$ cat src/rtl/core/cfpa_pkg.sv
// cfpa_pkg: shared types, codes and constants of the complex fixed point alu
// used by cfpa_divsqrt, complex_fixed_point_alu_unit and the testbench
`timescale 1ns / 1ps
`default_nettype none
package cfpa_pkg;

  localparam int FRAC_BITS_DEF = 16;
  localparam int EXP_BITS_DEF  = 8;

  typedef enum logic [3:0] {
    CMD_ADD  = 4'd0,
    CMD_SUB  = 4'd1,
    CMD_MUL  = 4'd2,
    CMD_DIV  = 4'd3,
    CMD_POW  = 4'd4,
    CMD_MAG  = 4'd5,
    CMD_CONJ = 4'd6,
    CMD_NEG  = 4'd7,
    CMD_EQ   = 4'd8
  } cmd_t;

  typedef struct packed {
    logic [3:0]         cmd;
    logic signed [31:0] first_re;
    logic signed [31:0] first_im;
    logic signed [31:0] second_re;
    logic signed [31:0] second_im;
    logic [7:0]         exponent;
  } in_item_t;

  typedef struct packed {
    logic signed [31:0] result_re;
    logic signed [31:0] result_im;
    logic               equal_flag;
    logic               div_zero;
    logic               overflow;
  } out_item_t;

  // sign and magnitude form of a wide intermediate value
  typedef struct packed {
    logic        neg;
    logic [64:0] mag;
  } smag_t;

  // start request and operands for the long division / square root unit
  typedef struct packed {
    logic        start;
    logic        is_sqrt;
    logic [64:0] num;
    logic [63:0] den;
  } ds_req_t;

  typedef struct packed {
    logic        done;
    logic [63:0] res;
  } ds_rsp_t;

  // saturate a sign and magnitude value to 32 bits, flagging overflow
  function automatic logic [32:0] settle(input logic neg, input logic [64:0] mag);
    logic [32:0] r;
    if (neg) begin
      if (mag >= 65'h0_8000_0000) r = {(mag != 65'h0_8000_0000), 32'h8000_0000};
      else r = {1'b0, 32'(-mag[31:0])};
    end else begin
      if (mag > 65'h0_7FFF_FFFF) r = {1'b1, 32'h7FFF_FFFF};
      else r = {1'b0, mag[31:0]};
    end
    return r;
  endfunction

  // signed sum of two sign and magnitude values
  function automatic smag_t sm_add(input smag_t a, input smag_t b);
    smag_t r;
    if (a.neg == b.neg) begin
      r.neg = a.neg;
      r.mag = a.mag + b.mag;
    end else if (a.mag >= b.mag) begin
      r.neg = a.neg;
      r.mag = a.mag - b.mag;
    end else begin
      r.neg = b.neg;
      r.mag = b.mag - a.mag;
    end
    if (r.mag == '0) r.neg = 1'b0;
    return r;
  endfunction

endpackage
`default_nettype wire

$ cat src/rtl/core/cfpa_divsqrt.sv
// cfpa_divsqrt: shared radix-2 restoring long divider and square root unit
// depends on cfpa_pkg
`timescale 1ns / 1ps
`default_nettype none
module cfpa_divsqrt #(
  parameter int FRAC_BITS = cfpa_pkg::FRAC_BITS_DEF
) (
  input  wire logic              clk,
  input  wire logic              rst_n,
  input  wire cfpa_pkg::ds_req_t req,
  output cfpa_pkg::ds_rsp_t      rsp
);
  import cfpa_pkg::*;

  // quotient needs 33 integer bits plus FRAC_BITS+1 fraction bits
  localparam int QBITS    = 34 + FRAC_BITS;
  localparam int DIV_STEPS = 65 + FRAC_BITS + 1;
  localparam int CW       = 7;

  logic            busy_r, busy_nxt;
  logic            sqrt_r, sqrt_nxt;
  logic [CW-1:0]   cnt_r, cnt_nxt;
  logic [64:0]     num_r, num_nxt;
  logic [65:0]     rem_r, rem_nxt;
  logic [64:0]     den_r, den_nxt;
  logic [QBITS+31:0] q_r, q_nxt;
  logic [63:0]     res_r, res_nxt;
  logic            done_r, done_nxt;

  logic [65:0]     trial;
  logic [65:0]     rsh;
  logic [65:0]     sq_trial;
  logic [QBITS+31:0] qfin;

  always_comb begin
    busy_nxt = busy_r;
    sqrt_nxt = sqrt_r;
    cnt_nxt  = cnt_r;
    num_nxt  = num_r;
    rem_nxt  = rem_r;
    den_nxt  = den_r;
    q_nxt    = q_r;
    res_nxt  = res_r;
    done_nxt = 1'b0;
    rsh      = '0;
    trial    = '0;
    sq_trial = '0;
    qfin     = '0;
    if (req.start) begin
      busy_nxt = 1'b1;
      sqrt_nxt = req.is_sqrt;
      num_nxt  = req.num;
      den_nxt  = {1'b0, req.den};
      rem_nxt  = '0;
      q_nxt    = '0;
      cnt_nxt  = req.is_sqrt ? CW'(32) : CW'(DIV_STEPS);
    end else if (busy_r) begin
      if (sqrt_r) begin
        // digit by digit square root, two radicand bits per step
        rsh      = {rem_r[63:0], num_r[63:62]};
        sq_trial = {q_r[63:0], 2'b01};
        num_nxt  = {num_r[62:0], 2'b00};
        if (rsh >= sq_trial) begin
          rem_nxt = rsh - sq_trial;
          q_nxt   = {q_r[QBITS+30:0], 1'b1};
        end else begin
          rem_nxt = rsh;
          q_nxt   = {q_r[QBITS+30:0], 1'b0};
        end
      end else begin
        // shift in numerator bits, then FRAC_BITS+1 zeros
        rsh     = {rem_r[64:0], num_r[64]};
        num_nxt = {num_r[63:0], 1'b0};
        trial   = rsh - {1'b0, den_r};
        if (rsh >= {1'b0, den_r}) begin
          rem_nxt = trial;
          q_nxt   = {q_r[QBITS+30:0], 1'b1};
        end else begin
          rem_nxt = rsh;
          q_nxt   = {q_r[QBITS+30:0], 1'b0};
        end
      end
      cnt_nxt = cnt_r - CW'(1);
      if (cnt_r == CW'(1)) begin
        busy_nxt = 1'b0;
        done_nxt = 1'b1;
        if (sqrt_r) begin
          res_nxt = 64'(q_nxt[31:0]);
        end else begin
          qfin = q_nxt;
          // integer part at or above 2^33 saturates
          if (qfin[QBITS+31:FRAC_BITS+1+33] != '0) res_nxt = '1;
          else res_nxt = 64'((qfin + 1'b1) >> 1);
        end
      end
    end
  end

  always_ff @(posedge clk) begin
    if (!rst_n) begin
      busy_r <= 1'b0;
      done_r <= 1'b0;
      cnt_r  <= '0;
    end else begin
      busy_r <= busy_nxt;
      done_r <= done_nxt;
      cnt_r  <= cnt_nxt;
    end
    sqrt_r <= sqrt_nxt;
    num_r  <= num_nxt;
    rem_r  <= rem_nxt;
    den_r  <= den_nxt;
    q_r    <= q_nxt;
    res_r  <= res_nxt;
  end

  assign rsp.done = done_r;
  assign rsp.res  = res_r;

  a_done_pulse: assert property (@(posedge clk) disable iff (!rst_n)
    done_r |=> !done_r) else $error("divsqrt done held");
  a_no_start_busy: assert property (@(posedge clk) disable iff (!rst_n)
    busy_r |-> !req.start) else $error("divsqrt restarted while busy");
  a_busy_count: assert property (@(posedge clk) disable iff (!rst_n)
    busy_r |-> cnt_r != '0) else $error("divsqrt count ran out");

endmodule
`default_nettype wire

$ cat config.mk
export PLATFORM = sky130hd
export DESIGN_NAME = cfpa_divsqrt
export DESIGN_NICKNAME = d
export VERILOG_FILES = /design/src/rtl/core/cfpa_pkg.sv /design/src/rtl/core/cfpa_divsqrt.sv
export SDC_FILE = /design/constraint.sdc
export NUM_CORES = 1
export LEC_CHECK = 0
export ABC_CLOCK_PERIOD_IN_PS = 7500
export BUFFER_PORTS_ARGS = -buffer_cell sky130_fd_sc_hd__buf_2
export CORE_MARGIN = 1
export CORE_UTILIZATION = 55
export CTS_BUF_LIST = sky130_fd_sc_hd__clkbuf_4 sky130_fd_sc_hd__clkbuf_8 sky130_fd_sc_hd__clkbuf_16
export CTS_CLUSTER_SIZE = 28
export DETAILED_ROUTE_END_ITERATION = 8
export PLACE_DENSITY = 0.74
export SYNTH_ARGS = -nofsm -noshare
export SYNTH_HDL_FRONTEND = slang
export SYNTH_SLANG_ARGS = --single-unit
export TNS_END_PERCENT = 30
$ cat constraint.sdc
create_clock -name clk -period 7.5 [get_ports clk]
set_input_delay 0.75 -clock clk [delete_from_list [all_inputs] [get_ports clk]]
set_output_delay 0.75 -clock clk [all_outputs]
set_load 0.1 [all_outputs]
==> results.json <==
{
  "seqPwrFrac": 0.349,
  "synth-compound-area-share": 0.212,
  "use_met2": 0.437,
  "die_area_um2": 44300,
  "slew_violations": 0,
  "hold_viol": 0,
  "dr.pass1.iters": 5,
  "initial_core_util": 0.556,
  "path_buf_inv": 3,
  "drv_cap": 0,
  "slew_headroom": 0.230,
  "yosysSeqAreaShare": 0.373,
  "numCtsBuffers": 39,
  "grtUsageTotal": 0.301,
  "num_io_pins": 198,
  "hp-class": "in2reg",
  "netlist_instances": 2793,
  "ys_ff_latch": 349,
  "slowest_delay_ns": 0.63,
  "fp.dieW_um": 210,
  "comb_power_share": 0.340,
  "syn-cell-area_um2": 23900,
  "crit_arrival_ns": 6.26,
  "cts_resized": 0,
  "met1_usage": 0.455,
  "grt_pass1_wl_um": 106000,
  "vias": 21300,
  "viasPerCell": 6.10,
  "dp_hpwl_um": 50900,
  "die_y_um": 210,
  "synth_top_area_share": 0.244,
  "cts_tree": "yes",
  "syn_avg_cell_area_um2": 8.56,
  "ctsHoldBuffers": 0,
  "fin_tns_setup_ns": 0,
  "rsz0062_at_grt": "false",
  "synth_nets": 3060,
  "synth_edf_count": 194,
  "final_nets": 3146,
  "worst_setup_path_start_kind": "flop",
  "crit_type": "reg2reg",
  "port_buffers": 197,
  "max_freq_mhz": 167,
  "async_flop_share": 0,
  "multi_input_comb_area_um2": 13700,
  "ir_drop_mv": 0.167,
  "first_global_vias": 19600,
  "cts.clk_slew.worst_paths_ns": 0.06,
  "synth-simple-area-share": 0.167,
  "post_cts_buffers": 0,
  "power.leakage_nw": 10.9,
  "core_area_um2": 43000,
  "synthAdderAreaFrac": 0.0704,
  "synth_cell_type_count": 73,
  "status": "finished clean",
  "p_sw_w": 0.00232,
  "drive_gt1_frac": 0.109,
  "powerDensity_nw_per_um2": 248,
  "overflow": 0,
  "yosysTopAreaCell": "edfxtp_1",
  "critPathTopFamily": "simple AND/OR/NAND/NOR gates",
  "tightestPinTransition_ns": 1.16,
  "timing.final.crit_share": 0.797,
  "synth_ff_type": "edfxtp_1",
  "wl_um": 67700,
  "grt_max_degree": 125,
  "drc": 0,
  "synth_top_family_by_area": "compound AO/OA/AOI/OAI gates",
  "clockBufferDepth": 3,
  "area_growth_pct": 10.7,
  "post-route-util": 0.616,
  "routabilityCongestion": 0.967,
  "cp_data_required_time_ns": 7.78,
  "fillers": 3830,
  "crit_path_max_fanout": 14,
  "clock_latency_ns": 0.57,
  "critPathSlowestCell": "or4_1",
  "cts_max_level": 2,
  "wire_per_inst_um": 19.4,
  "p_clk_frac": 0.311,
  "seq_area_um2": 8930,
  "grt_util_met3": 0.0444,
  "swShare": 0.353,
  "setup_viol": 0,
  "cts_sinks": 349,
  "diodes": 0,
  "yosys_warnings": 0,
  "num_rows": 76,
  "cp_cell_sequence": "ha_1 > nand4_1 > nor3_1 > o211ai_1 > a31oi_1 > a211oi_2 > o31a_1 > o211a_1 > buf_4 > or2_1 > buf_4 > inv_1 > ha_1 > nand4_1 > or4_1 > nor3_1 > and2_1 > nand3_1 > xnor2_1 > a21oi_1",
  "cp-end-kind": "flop",
  "grt_busiest_layer": "met1",
  "antenna_found_initial": 1,
  "internal_power_w": 0.00424,
  "placed_area_um2": 25100,
  "fin_skew_ns": 0.0191,
  "ant_nets": 0,
  "r2r_setup_slack_ns": 1.53,
  "stdcell_area_um2": 26500,
  "synth-xor-area-share": 0.0513,
  "ys_top_cells_by_area": "edfxtp_1 (24%), dfxtp_1 (13%), ha_1 (7.0%), mux2i_1 (6.9%), nor2_1 (4.7%)",
  "synth.area.mux_share": 0.0695,
  "drt-initial-drc-count": 2120,
  "cts_root_buf": "clkbuf_16",
  "fin_crit_ns": 5.97
}
==> synth_stat cells, types with 27 or more instances <==
cell and count:
nand4_1 58, dfxtp_1 155, nand2_1 273, ha_1 133, clkbuf_1 142, mux2i_1 166, nor3_1 75, edfxtp_1 194
o21bai_1 30, inv_1 166, o21ai_0 193, a21o_1 66, a211oi_1 40, xnor2_1 94, xor2_1 46, a21oi_1 207
a221oi_1 44, o21a_1 28, a22oi_1 27, nand3_1 39, nor2_1 301
==> area by class of cell <==
class,count,area share
Multi-Input combinational cell,2103,0.516
Sequential cell,349,0.337
Timing Repair Buffer,219,0.0439
Clock buffer,50,0.0420
Tap cell,585,0.0277
Inverter,167,0.0237
Clock inverter,19,0.00941
==> layer usage <==
metal | share of wire | vias up | wire length [um]
met5 | 0 | - | 0
met4 | 0.030 | 0 | 2000
met1 | 0.47 | 9895 | 31600
met2 | 0.41 | 956 | 28000
met3 | 0.091 | 117 | 6170
li1 | - | 10300 | -
==> registers in the layout (all words and copies together), names as in the netlist <==
register and count:
rem_r 65, cnt_r 7, sqrt_r 1, busy_r 1, res_r 64, q_r 81
den_r 64, done_r 1, num_r 65
==> cells by family after synthesis <==
| logic type | after synthesis |
|---|---|
| simple gates | 875 |
| fa+ha+maj | 134 |
| mux | 166 |
| xor+xnor | 140 |
| compound gates | 788 |
| buf+inv | 341 |
| flops | 349 |
==> worst paths after layout <==
path / startpoint / to / cells past startpoint
worst max register to register: rem_r[13] / res_r[47] / 20
worst min register to register: q_r[80] / q_r[80] / 2
worst min-delay path: req[27] / den_r[27] / 1
worst max-delay path: rem_r[13] / res_r[47] / 20
==> cell usage in the layout (no fill, tap or decap), types with 16 or more instances in the layout <==
cell type / instances
o21ai_0: 193
nand2_1: 273
a221oi_1: 44
mux2i_1: 166
a211oi_1: 40
nor3_1: 75
edfxtp_1: 194
a31oi_1: 19
and3_1: 24
xnor2_1: 94
o211ai_1: 16
nor4_1: 25
a21o_1: 66
a22oi_1: 27
a21boi_0: 20
xor2_1: 46
a21oi_1: 207
buf_2: 196
inv_1: 166
ha_1: 133
nor2_1: 298
o21a_1: 27
nand4_1: 58
nand3_1: 39
dfxtp_1: 154
buf_4: 22
o21bai_1: 30
clkbuf_16: 41
==> power groups by stage <==
stage	Clock (W)	Sequential (W)	Combinational (W)
after floorplan	0	0.00227	0.00165
final	0.00204	0.00229	0.00223
after global routing	0.00214	0.00230	0.00244
after detailed placement	0	0.00232	0.00216
after global placement	0	0.00232	0.00215
after CTS	0.00208	0.00228	0.00218
==> through the flow <==
| stage | instances | setup slack [ns] | hold slack, ns | total power (W) |
|---|---|---|---|---|
| detailed placement | 3423 | 1.61 | 0.509 | 0.00448 |
| finish | 3492 | 1.53 | 0.355 | 0.00656 |
| floorplan | 2793 | 2.66 | 0.461 | 0.00391 |
| global placement | 3423 | 1.70 | 0.478 | 0.00447 |
| global route | 3492 | 1.12 | 0.342 | 0.00688 |
| CTS | 3492 | 1.59 | 0.326 | 0.00654 |
Note: power is estimated with default switching activity, not from simulation.
